===== config.mk =====
export PLATFORM = sky130hd
export DESIGN_NAME = midi_note_on_off_pairing_unit
export DESIGN_NICKNAME = d
export VERILOG_FILES = /design/src/hw/rtl/mnop_pkg.sv /design/src/hw/rtl/midi_note_on_off_pairing_unit.sv /design/src/hw/rtl/mnop_ram.sv /design/src/hw/rtl/mnop_ctrl.sv /design/src/hw/rtl/mnop_dp.sv
export SDC_FILE = /design/constraint.sdc
export NUM_CORES = 2
export LEC_CHECK = 0
export BUFFER_PORTS_ARGS = -buffer_cell sky130_fd_sc_hd__buf_2
export CAP_MARGIN = 20
export CORE_MARGIN = 2
export CORE_UTILIZATION = 30
export DETAILED_ROUTE_END_ITERATION = 8
export PLACE_DENSITY = 0.45
export SYNTH_ARGS = -nofsm -noshare
export SYNTH_HDL_FRONTEND = slang
export SYNTH_SLANG_ARGS = --single-unit

===== constraint.sdc =====
create_clock -name clk_i -period 9.9 [get_ports clk_i]
set_input_delay 0.99 -clock clk_i [delete_from_list [all_inputs] [get_ports clk_i]]
set_output_delay 0.99 -clock clk_i [all_outputs]
set_load 0.05 [all_outputs]

===== src/hw/rtl/mnop_pkg.sv =====
// package: types, constants and pitch function for the note on/off pairing unit
`timescale 1ns / 1ps
package mnop_pkg;

  localparam int PENDING_DEPTH = 32;
  localparam int MAX_RESULTS   = 32;
  localparam int CNT_W = $clog2(PENDING_DEPTH + 1);
  localparam int IDX_W = (PENDING_DEPTH > 1) ? $clog2(PENDING_DEPTH) : 1;
  localparam int RES_W = $clog2(MAX_RESULTS + 1);

  typedef enum logic [2:0] {
    OP_NOTE_ON     = 3'd0,
    OP_NOTE_OFF    = 3'd1,
    OP_PROG_CHANGE = 3'd2,
    OP_OTHER_CHAN  = 3'd3,
    OP_NON_CHAN    = 3'd4
  } op_e;

  typedef enum logic [1:0] {
    ST_IDLE,
    ST_SCAN,
    ST_FLUSH
  } state_e;

  typedef struct packed {
    logic [2:0]  operation;
    logic [27:0] delta_ticks;
    logic [6:0]  note_number;
    logic [6:0]  data_value;
    logic [3:0]  channel_number;
  } in_item_t;

  typedef struct packed {
    logic [6:0]  key;
    logic [3:0]  note_channel;
    logic [6:0]  note_velocity;
    logic [6:0]  instrument;
    logic [31:0] start_tick;
    logic [31:0] end_tick;
    logic [21:0] frequency_q8;
    logic        last;
  } out_item_t;

  typedef struct packed {
    logic [6:0]  key;
    logic [3:0]  chan;
    logic [6:0]  vel;
    logic [6:0]  prog;
    logic [31:0] start;
  } entry_t;

  typedef struct packed {
    logic load;
    logic step;
    logic finish;
    logic flush;
  } cmd_t;

  typedef struct packed {
    logic scan_req;
    logic at_end;
    logic hit;
    logic held;
    logic out_free;
  } sts_t;

  function automatic logic [21:0] pitch_q13(input logic [3:0] tone);
    logic [21:0] p;
    unique case (tone)
      4'd0:    p = 22'd2143273;
      4'd1:    p = 22'd2270659;
      4'd2:    p = 22'd2405663;
      4'd3:    p = 22'd2548777;
      4'd4:    p = 22'd2700329;
      4'd5:    p = 22'd2860892;
      4'd6:    p = 22'd3030958;
      4'd7:    p = 22'd3211182;
      4'd8:    p = 22'd3402138;
      4'd9:    p = 22'd3604480;
      4'd10:   p = 22'd3818783;
      4'd11:   p = 22'd4045865;
      default: p = 22'd0;
    endcase
    return p;
  endfunction

  // octave = key / 12 via reciprocal 43/512, exact for 7-bit keys
  function automatic logic [21:0] key_freq_q8(input logic [6:0] key);
    logic [12:0] prod;
    logic [3:0]  oct;
    logic [6:0]  tone;
    logic [31:0] shifted;
    prod    = 13'(key) * 13'd43;
    oct     = prod[12:9];
    tone    = key - 7'(oct) * 7'd12;
    shifted = {10'd0, pitch_q13(tone[3:0])} << oct;
    return shifted[31:10];
  endfunction

endpackage


===== src/hw/rtl/midi_note_on_off_pairing_unit.sv =====
// top level of the midi note on/off pairing unit
// usage:
//   input channel: one midi track event per transfer (in_valid_i, in_stall_o,
//   in_item_i). output channel: one finished note per transfer (out_valid_o,
//   out_stall_i, out_item_o), the final note of a release has last set.
//   note-on, program change and ignored events are handled in idle. a release
//   scans the pending table one entry per cycle except while paused for the
//   output (registered ram read), then closes the scan and sends the last
//   held note from the flush state.
//   the first result of a release appears in the cycle after its second
//   match is found; the last one is sent by the flush state after the scan.
//   a matched note is held back one step so the last flag is known when it
//   leaves; the scan pauses while the output register is full and stalled.
//   in_stall_o is low only while no release is in progress.
//   reset clears tick count, program and pending count; table contents are
//   not cleared and are only read below the pending count.
`timescale 1ns / 1ps
module midi_note_on_off_pairing_unit (
  input  logic                clk_i,
  input  logic                rst_ni,
  input  logic                in_valid_i,
  output logic                in_stall_o,
  input  mnop_pkg::in_item_t  in_item_i,
  output logic                out_valid_o,
  input  logic                out_stall_i,
  output mnop_pkg::out_item_t out_item_o
);
  import mnop_pkg::*;

  cmd_t cmd;
  sts_t sts;

  mnop_ctrl u_ctrl (
    .clk_i     (clk_i),
    .rst_ni    (rst_ni),
    .in_valid_i(in_valid_i),
    .in_stall_o(in_stall_o),
    .sts_i     (sts),
    .cmd_o     (cmd)
  );

  mnop_dp u_dp (
    .clk_i      (clk_i),
    .rst_ni     (rst_ni),
    .cmd_i      (cmd),
    .sts_o      (sts),
    .in_item_i  (in_item_i),
    .out_stall_i(out_stall_i),
    .out_valid_o(out_valid_o),
    .out_item_o (out_item_o)
  );

endmodule


===== src/hw/rtl/mnop_ram.sv =====
// generic single write port ram with registered read
`timescale 1ns / 1ps
module mnop_ram #(
  parameter int WIDTH = 8,
  parameter int DEPTH = 32,
  parameter int AW    = (DEPTH > 1) ? $clog2(DEPTH) : 1
) (
  input  logic             clk_i,
  input  logic             we_i,
  input  logic [AW-1:0]    waddr_i,
  input  logic [WIDTH-1:0] wdata_i,
  input  logic [AW-1:0]    raddr_i,
  output logic [WIDTH-1:0] rdata_o
);

  logic [WIDTH-1:0] mem_q [DEPTH];
  logic [WIDTH-1:0] rdata_q;

  always_ff @(posedge clk_i) begin
    if (we_i) begin
      mem_q[waddr_i] <= wdata_i;
    end
    rdata_q <= mem_q[raddr_i];
  end

  assign rdata_o = rdata_q;

endmodule


===== src/hw/rtl/mnop_ctrl.sv =====
// controller state machine for event accept, table scan and final flush
`timescale 1ns / 1ps
module mnop_ctrl (
  input  logic          clk_i,
  input  logic          rst_ni,
  input  logic          in_valid_i,
  output logic          in_stall_o,
  input  mnop_pkg::sts_t sts_i,
  output mnop_pkg::cmd_t cmd_o
);
  import mnop_pkg::*;

  state_e state_q, state_d;

  always_ff @(posedge clk_i or negedge rst_ni) begin
    if (!rst_ni) begin
      state_q <= ST_IDLE;
    end else begin
      state_q <= state_d;
    end
  end

  always_comb begin
    state_d    = state_q;
    cmd_o      = '0;
    in_stall_o = 1'b1;
    unique case (state_q)
      ST_IDLE: begin
        in_stall_o = 1'b0;
        cmd_o.load = in_valid_i;
        if (in_valid_i && sts_i.scan_req) begin
          state_d = ST_SCAN;
        end
      end
      ST_SCAN: begin
        if (sts_i.at_end) begin
          cmd_o.finish = 1'b1;
          state_d      = ST_FLUSH;
        end else if (!(sts_i.hit && sts_i.held && !sts_i.out_free)) begin
          cmd_o.step = 1'b1;
        end
      end
      ST_FLUSH: begin
        if (!sts_i.held) begin
          state_d = ST_IDLE;
        end else if (sts_i.out_free) begin
          cmd_o.flush = 1'b1;
          state_d     = ST_IDLE;
        end
      end
      default: state_d = ST_IDLE;
    endcase
  end

endmodule


===== src/hw/rtl/mnop_dp.sv =====
// datapath: tick count, program, pending table, held note and output register
`timescale 1ns / 1ps
module mnop_dp (
  input  logic                clk_i,
  input  logic                rst_ni,
  input  mnop_pkg::cmd_t      cmd_i,
  output mnop_pkg::sts_t      sts_o,
  input  mnop_pkg::in_item_t  in_item_i,
  input  logic                out_stall_i,
  output logic                out_valid_o,
  output mnop_pkg::out_item_t out_item_o
);
  import mnop_pkg::*;

  logic [31:0]      tick_q, tick_d, tick_sum;
  logic [32:0]      sum_wide;
  logic [6:0]       prog_q, prog_d;
  logic [CNT_W-1:0] count_q, count_d;
  logic [CNT_W-1:0] rd_q, rd_d;
  logic [CNT_W-1:0] wr_q, wr_d;
  logic [RES_W-1:0] nres_q, nres_d;
  logic [6:0]       note_q;
  logic [21:0]      freq_q;
  entry_t           hold_q;
  logic             held_q, held_d;
  out_item_t        out_q, out_d;
  logic             out_vld_q, out_vld_d;

  logic   is_chan, is_on, is_release, emit_mid;
  logic   ram_we;
  logic   [IDX_W-1:0] ram_waddr;
  entry_t ram_wdata, ram_rdata;

  assign sum_wide   = {1'b0, tick_q} + 33'(in_item_i.delta_ticks);
  assign tick_sum   = sum_wide[32] ? '1 : sum_wide[31:0];
  assign is_chan    = in_item_i.operation <= OP_OTHER_CHAN;
  assign is_on      = (in_item_i.operation == OP_NOTE_ON) && (in_item_i.data_value != 7'd0);
  assign is_release = (in_item_i.operation == OP_NOTE_OFF) ||
                      ((in_item_i.operation == OP_NOTE_ON) && (in_item_i.data_value == 7'd0));

  assign sts_o.scan_req = is_release && (count_q != '0);
  assign sts_o.at_end   = rd_q == count_q;
  assign sts_o.hit      = (ram_rdata.key == note_q) && (nres_q != RES_W'(MAX_RESULTS));
  assign sts_o.held     = held_q;
  assign sts_o.out_free = !out_vld_q || !out_stall_i;

  assign emit_mid = cmd_i.step && sts_o.hit && held_q;

  always_comb begin
    tick_d    = tick_q;
    prog_d    = prog_q;
    count_d   = count_q;
    rd_d      = rd_q;
    wr_d      = wr_q;
    nres_d    = nres_q;
    held_d    = held_q;
    ram_we    = 1'b0;
    ram_waddr = wr_q[IDX_W-1:0];
    ram_wdata = ram_rdata;
    if (cmd_i.load) begin
      rd_d   = '0;
      wr_d   = '0;
      nres_d = '0;
      if (is_chan) begin
        tick_d = tick_sum;
      end
      if (in_item_i.operation == OP_PROG_CHANGE) begin
        prog_d = in_item_i.data_value;
      end
      if (is_on && (count_q != CNT_W'(PENDING_DEPTH))) begin
        ram_we    = 1'b1;
        ram_waddr = count_q[IDX_W-1:0];
        ram_wdata = '{key: in_item_i.note_number, chan: in_item_i.channel_number,
                      vel: in_item_i.data_value, prog: prog_q, start: tick_sum};
        count_d   = count_q + 1'b1;
      end
    end
    if (cmd_i.step) begin
      rd_d = rd_q + 1'b1;
      if (sts_o.hit) begin
        held_d = 1'b1;
        nres_d = nres_q + 1'b1;
      end else begin
        ram_we = 1'b1;
        wr_d   = wr_q + 1'b1;
      end
    end
    if (cmd_i.finish) begin
      count_d = wr_q;
    end
    if (cmd_i.flush) begin
      held_d = 1'b0;
    end
  end

  always_comb begin
    out_d     = out_q;
    out_vld_d = out_vld_q && out_stall_i;
    if (emit_mid || cmd_i.flush) begin
      out_d = '{key: hold_q.key, note_channel: hold_q.chan, note_velocity: hold_q.vel,
                instrument: hold_q.prog, start_tick: hold_q.start, end_tick: tick_q,
                frequency_q8: freq_q, last: cmd_i.flush};
      out_vld_d = 1'b1;
    end
  end

  always_ff @(posedge clk_i or negedge rst_ni) begin
    if (!rst_ni) begin
      tick_q    <= '0;
      prog_q    <= '0;
      count_q   <= '0;
      rd_q      <= '0;
      wr_q      <= '0;
      nres_q    <= '0;
      held_q    <= 1'b0;
      out_vld_q <= 1'b0;
    end else begin
      tick_q    <= tick_d;
      prog_q    <= prog_d;
      count_q   <= count_d;
      rd_q      <= rd_d;
      wr_q      <= wr_d;
      nres_q    <= nres_d;
      held_q    <= held_d;
      out_vld_q <= out_vld_d;
    end
  end

  always_ff @(posedge clk_i) begin
    if (cmd_i.load) begin
      note_q <= in_item_i.note_number;
      freq_q <= key_freq_q8(in_item_i.note_number);
    end
    if (cmd_i.step && sts_o.hit) begin
      hold_q <= ram_rdata;
    end
    out_q <= out_d;
  end

  // read address follows the next scan index so data lines up with rd_q
  mnop_ram #(
    .WIDTH($bits(entry_t)),
    .DEPTH(PENDING_DEPTH)
  ) u_table (
    .clk_i  (clk_i),
    .we_i   (ram_we),
    .waddr_i(ram_waddr),
    .wdata_i(ram_wdata),
    .raddr_i(rd_d[IDX_W-1:0]),
    .rdata_o(ram_rdata)
  );

  assign out_valid_o = out_vld_q;
  assign out_item_o  = out_q;

  assert property (@(posedge clk_i) disable iff (!rst_ni)
    count_q <= CNT_W'(PENDING_DEPTH))
    else $error("pending count above table depth");

  assert property (@(posedge clk_i) disable iff (!rst_ni)
    wr_q <= rd_q)
    else $error("compaction write index passed read index");

  assert property (@(posedge clk_i) disable iff (!rst_ni)
    (emit_mid || cmd_i.flush) |-> sts_o.out_free)
    else $error("output register overwritten while occupied");

  assert property (@(posedge clk_i) disable iff (!rst_ni)
    cmd_i.finish |=> (count_q == $past(wr_q)) && held_q == $past(held_q))
    else $error("table count not updated at end of scan");

  assert property (@(posedge clk_i) disable iff (!rst_ni)
    cmd_i.flush |=> !held_q && out_vld_q && out_q.last)
    else $error("final release not marked last");

endmodule

==> flow_summary.rst <==
.. list-table::
   :header-rows: 1

   * - Metric
     - Value
   * - Max Clock Skew
     - 0.0281 ns
   * - Via total after detailed routing
     - 54872
   * - Overall die width
     - 541 um
   * - Clk buf depth
     - 4
   * - CP Data Required Time
     - 10.51 ns
   * - Post-CTS setup-driven buffer insertion count
     - 0
   * - Vias in the first global route
     - 53021
   * - Global Route met1 Usage
     - 27.5%
   * - Startpoint type of the worst setup path
     - input port
   * - Grt ovf
     - 0
   * - Worst vdd rail ir drop
     - 0.000369 V
   * - Reported leakage power
     - 33.4 nW
   * - Maximum capacitance violations
     - 0
   * - Mapped Nets
     - 6377
   * - Ratio of final minimum period to clock period
     - 77.0%
   * - Detailed Route WL
     - 282 mm
   * - Final count of negative-setup-slack endpoints
     - 0
   * - Clock root cell
     - sky130_fd_sc_hd__clkbuf_16
   * - DR pass1 iterations
     - 6
   * - Initial core utilization
     - 30.2%
   * - FFs w/ async S/R, synth
     - 3.12%
   * - DPL Wire Length
     - 150 mm
   * - Final hold slack
     - 0.349 ns
   * - Flops & latches, synth
     - 2146
   * - IO buf count
     - 166
   * - Initial antenna violation count
     - 14
   * - Met2 demand-to-capacity share in global routing
     - 29.5%
   * - Clock tree sinks
     - 2146
   * - Clock slew at the register clock pins of the worst setup and hold paths
     - 0.06 ns
   * - Fraction of layout cells with a size suffix above 1
     - 11.7%
   * - GP Congestion
     - 0.844
   * - Synthesized area
     - 0.0864 mm2
   * - Critical path peak fanout
     - 23
   * - Number of slew-limit violations in the final report
     - 0
   * - Most Crowded Layer GR
     - met2
   * - Worst min-delay path category
     - input port to flip-flop
   * - Wire length per cell after detailed routing
     - 27.3 um
   * - Placed cell count
     - 9912
   * - Warnings, synthesis
     - 0
   * - Combined global-route utilization of all metal layers
     - 18.8%
   * - Source-to-sink clock delay at the later pin of the worst-skew pair
     - 0.89 ns
   * - Clock period minus worst slack
     - 7.62 ns
   * - Core area
     - 0.286 mm2
   * - Portion of the post-synthesis area used by sequential elements
     - 73.6%
   * - Actual transition at the worst max-transition pin
     - 1.21 ns
   * - Number of nets with antenna violations after routing
     - 0
   * - Average cell area after synthesis
     - 13.8 um2
   * - Crit path capture type
     - flip-flop
   * - Number of instances in the synthesized netlist
     - 6249
   * - Wire length of the first global-routing pass
     - 402 mm
   * - Predominant post-synthesis flop cell
     - sky130_fd_sc_hd__edfxtp_1
   * - # H-tree levels
     - 4
   * - Top Ports
     - 167
   * - Die Y
     - 541 um
   * - Result of the run
     - finished clean
   * - Most common library cell in the layout ignoring fill and taps
     - sky130_fd_sc_hd__edfxtp_1
   * - DR DRC count
     - 0
   * - Number of buffers inserted for hold repair after clock tree synthesis
     - 1
   * - Die ar.
     - 0.292 mm2
   * - Max frequency
     - 0.131 GHz
   * - Commonest cells after routing, fill and taps aside
     - sky130_fd_sc_hd__edfxtp_1 (2022), sky130_fd_sc_hd__nand2_1 (1339), sky130_fd_sc_hd__a31oi_1 (359), sky130_fd_sc_hd__nand3_1 (274)
   * - Standard-cell row count
     - 196
   * - Layout Utilization
     - 34.8%
   * - Setup TNS
     - 0 ns
   * - First-iteration detailed-routing DRC count
     - 5607
   * - Total Nets Final
     - 6525
   * - # resized after CTS
     - 0
   * - Count of flip-flops with a built-in enable after synthesis
     - 2022
   * - Area growth from synthesis to final layout
     - 15.1%
   * - CTS buffer count
     - 228
   * - Final hold violations
     - 0
   * - Worst Setup Path Type
     - input port to flip-flop
   * - Arr. time, crit path
     - 8.23 ns
   * - Worst max-slew margin expressed relative to the limit
     - 19.3%
   * - Vias per inst
     - 5.30
   * - Unrepaired setup endpoints after global routing
     - no
   * - Clock tree from TritonCTS
     - yes
   * - Number of cells in the finished layout apart from fillers
     - 10348
   * - Pwr per Cell Area
     - 346 mW/mm2
   * - Distinct cells, synth
     - 91
   * - Maximum number of pins on one net before global-route repair
     - 166
   * - Overall power consumption
     - 0.0344 W
   * - Met3 capacity usage during global routing
     - 2.43%
-- report_power, final --
group | internal, W | switching (W)
sequential | 0.0122 | 0.000447
clock | 0.00465 | 0.00357
combinational | 0.00373 | 0.00987
-- worst max-delay path: stages --
cell	delay (ns)
sky130_fd_sc_hd__buf_2	0.38
sky130_fd_sc_hd__ha_1	0.22
sky130_fd_sc_hd__inv_1	0.05
sky130_fd_sc_hd__fa_1	0.42
sky130_fd_sc_hd__fa_1	0.52
sky130_fd_sc_hd__inv_1	0.04
sky130_fd_sc_hd__ha_1	0.28
sky130_fd_sc_hd__a21o_1	0.20
sky130_fd_sc_hd__a21oi_1	0.79
sky130_fd_sc_hd__nand3_1	0.36
sky130_fd_sc_hd__nand2_1	0.77
sky130_fd_sc_hd__inv_1	0.15
sky130_fd_sc_hd__ha_1	0.60
sky130_fd_sc_hd__inv_1	0.41
sky130_fd_sc_hd__and3_1	0.26
sky130_fd_sc_hd__nand3_1	0.08
sky130_fd_sc_hd__o2111ai_1	0.13
sky130_fd_sc_hd__o31ai_1	0.74
sky130_fd_sc_hd__a32o_1	0.27
sky130_fd_sc_hd__nor2_1	0.05
sky130_fd_sc_hd__a311oi_1	0.36
sky130_fd_sc_hd__mux2i_1	0.13
-- sequential cells by signal (all words and copies together) (netlist names) --
register	cells
u_dp.u_table.mem_q	1824
u_ctrl.state_q	2
u_dp.tick_q	32
u_dp.note_q	7
u_dp.prog_q	7
u_dp.rd_q	6
u_dp.count_q	6
u_dp.freq_q	22
u_dp.out_item_o	112
u_dp.u_table.rdata_o	57
u_dp.held_q	1
u_dp.hold_q	57
u_dp.out_valid_o	1
u_dp.wr_q	6
u_dp.nres_q	6
-- metrics by stage --
| stage | worst slack [ns] | instance area, um2 |
|---|---|---|
| after floorplan | 1.26 | 86400 |
| after global placement | 1.71 | 91900 |
| after detailed placement | 1.64 | 92100 |
| after CTS | 2.55 | 99100 |
| after global routing | 1.83 | 99400 |
| final | 2.28 | 99400 |
-- cell usage after synthesis, types with 12 or more instances --
cell type / n / area, um2
sky130_fd_sc_hd__clkbuf_1: 216 / 811
sky130_fd_sc_hd__and3_1: 240 / 1500
sky130_fd_sc_hd__o22ai_1: 124 / 776
sky130_fd_sc_hd__a32oi_1: 118 / 1030
sky130_fd_sc_hd__o31ai_1: 16 / 120
sky130_fd_sc_hd__nor2_1: 138 / 518
sky130_fd_sc_hd__dfxtp_1: 57 / 1140
sky130_fd_sc_hd__nor4_1: 64 / 400
sky130_fd_sc_hd__xor2_1: 18 / 158
sky130_fd_sc_hd__nand3_1: 281 / 1410
sky130_fd_sc_hd__a21oi_1: 69 / 345
sky130_fd_sc_hd__nand4_1: 12 / 75.1
sky130_fd_sc_hd__inv_1: 46 / 173
sky130_fd_sc_hd__nand2_1: 1339 / 5030
sky130_fd_sc_hd__o21ai_0: 122 / 611
sky130_fd_sc_hd__buf_6: 14 / 158
sky130_fd_sc_hd__edfxtp_1: 2022 / 60700
sky130_fd_sc_hd__a31oi_1: 362 / 2260
sky130_fd_sc_hd__ha_1: 68 / 851
sky130_fd_sc_hd__o211ai_1: 15 / 113
sky130_fd_sc_hd__nor3_1: 38 / 190
sky130_fd_sc_hd__dfrtp_1: 67 / 1680
sky130_fd_sc_hd__buf_1: 24 / 90.1
sky130_fd_sc_hd__buf_4: 17 / 128
sky130_fd_sc_hd__a21o_1: 19 / 143
sky130_fd_sc_hd__mux2i_1: 138 / 1380
sky130_fd_sc_hd__xnor2_1: 30 / 263
sky130_fd_sc_hd__buf_2: 155 / 776
sky130_fd_sc_hd__a211oi_1: 240 / 1800
-- cell families after synthesis --
family / synth area share (%)
fa+ha+maj: 1.15
flops: 73.6
xor+xnor: 0.587
compound gates: 9.33
simple gates: 11.1
mux: 1.77
buf+inv: 2.48
-- metal layers --
metal / share of wire [%] / up-vias
li1: - / 24208
met1: 46 / 28398
met2: 45 / 1871
met3: 6.2 / 395
met4: 2.4 / 0
met5: 0 / -
-- final cells by class --
type,count,area (um2)
diodes,3,7.51
clock buffers,322,6270
clock inverters,94,753
fillers,27563,186000
inverters,49,191
multi-input cells,3628,21300
flip-flops and latches,2146,63500
well taps,3762,4710
repair buffers,344,2650
-- worst paths after layout --
path,startpoint,endpoint,slack (ns),cells past startpoint
hold / removal,out_stall_i,u_dp.out_valid_o$_DFF_PN0_,0.35,3
setup reg to reg,u_dp.note_q[4]$_DFFE_PP_,u_dp.u_table.rdata_o[30]$_DFF_P_,3.45,12
hold reg to reg,u_dp.hold_q[24]$_DFFE_PP_,u_dp.out_item_o[79]$_DFFE_PP_,0.40,0
min in group asynchronous,rst_ni,u_dp.out_valid_o$_DFF_PN0_,0.50,2
max in group asynchronous,rst_ni,u_dp.tick_q[23]$_DFFE_PN0P_,8.19,3
setup / recovery,in_item_i[11],u_dp.freq_q[7]$_DFFE_PP_,2.28,22
Note: power is estimated with default switching activity, not from simulation.
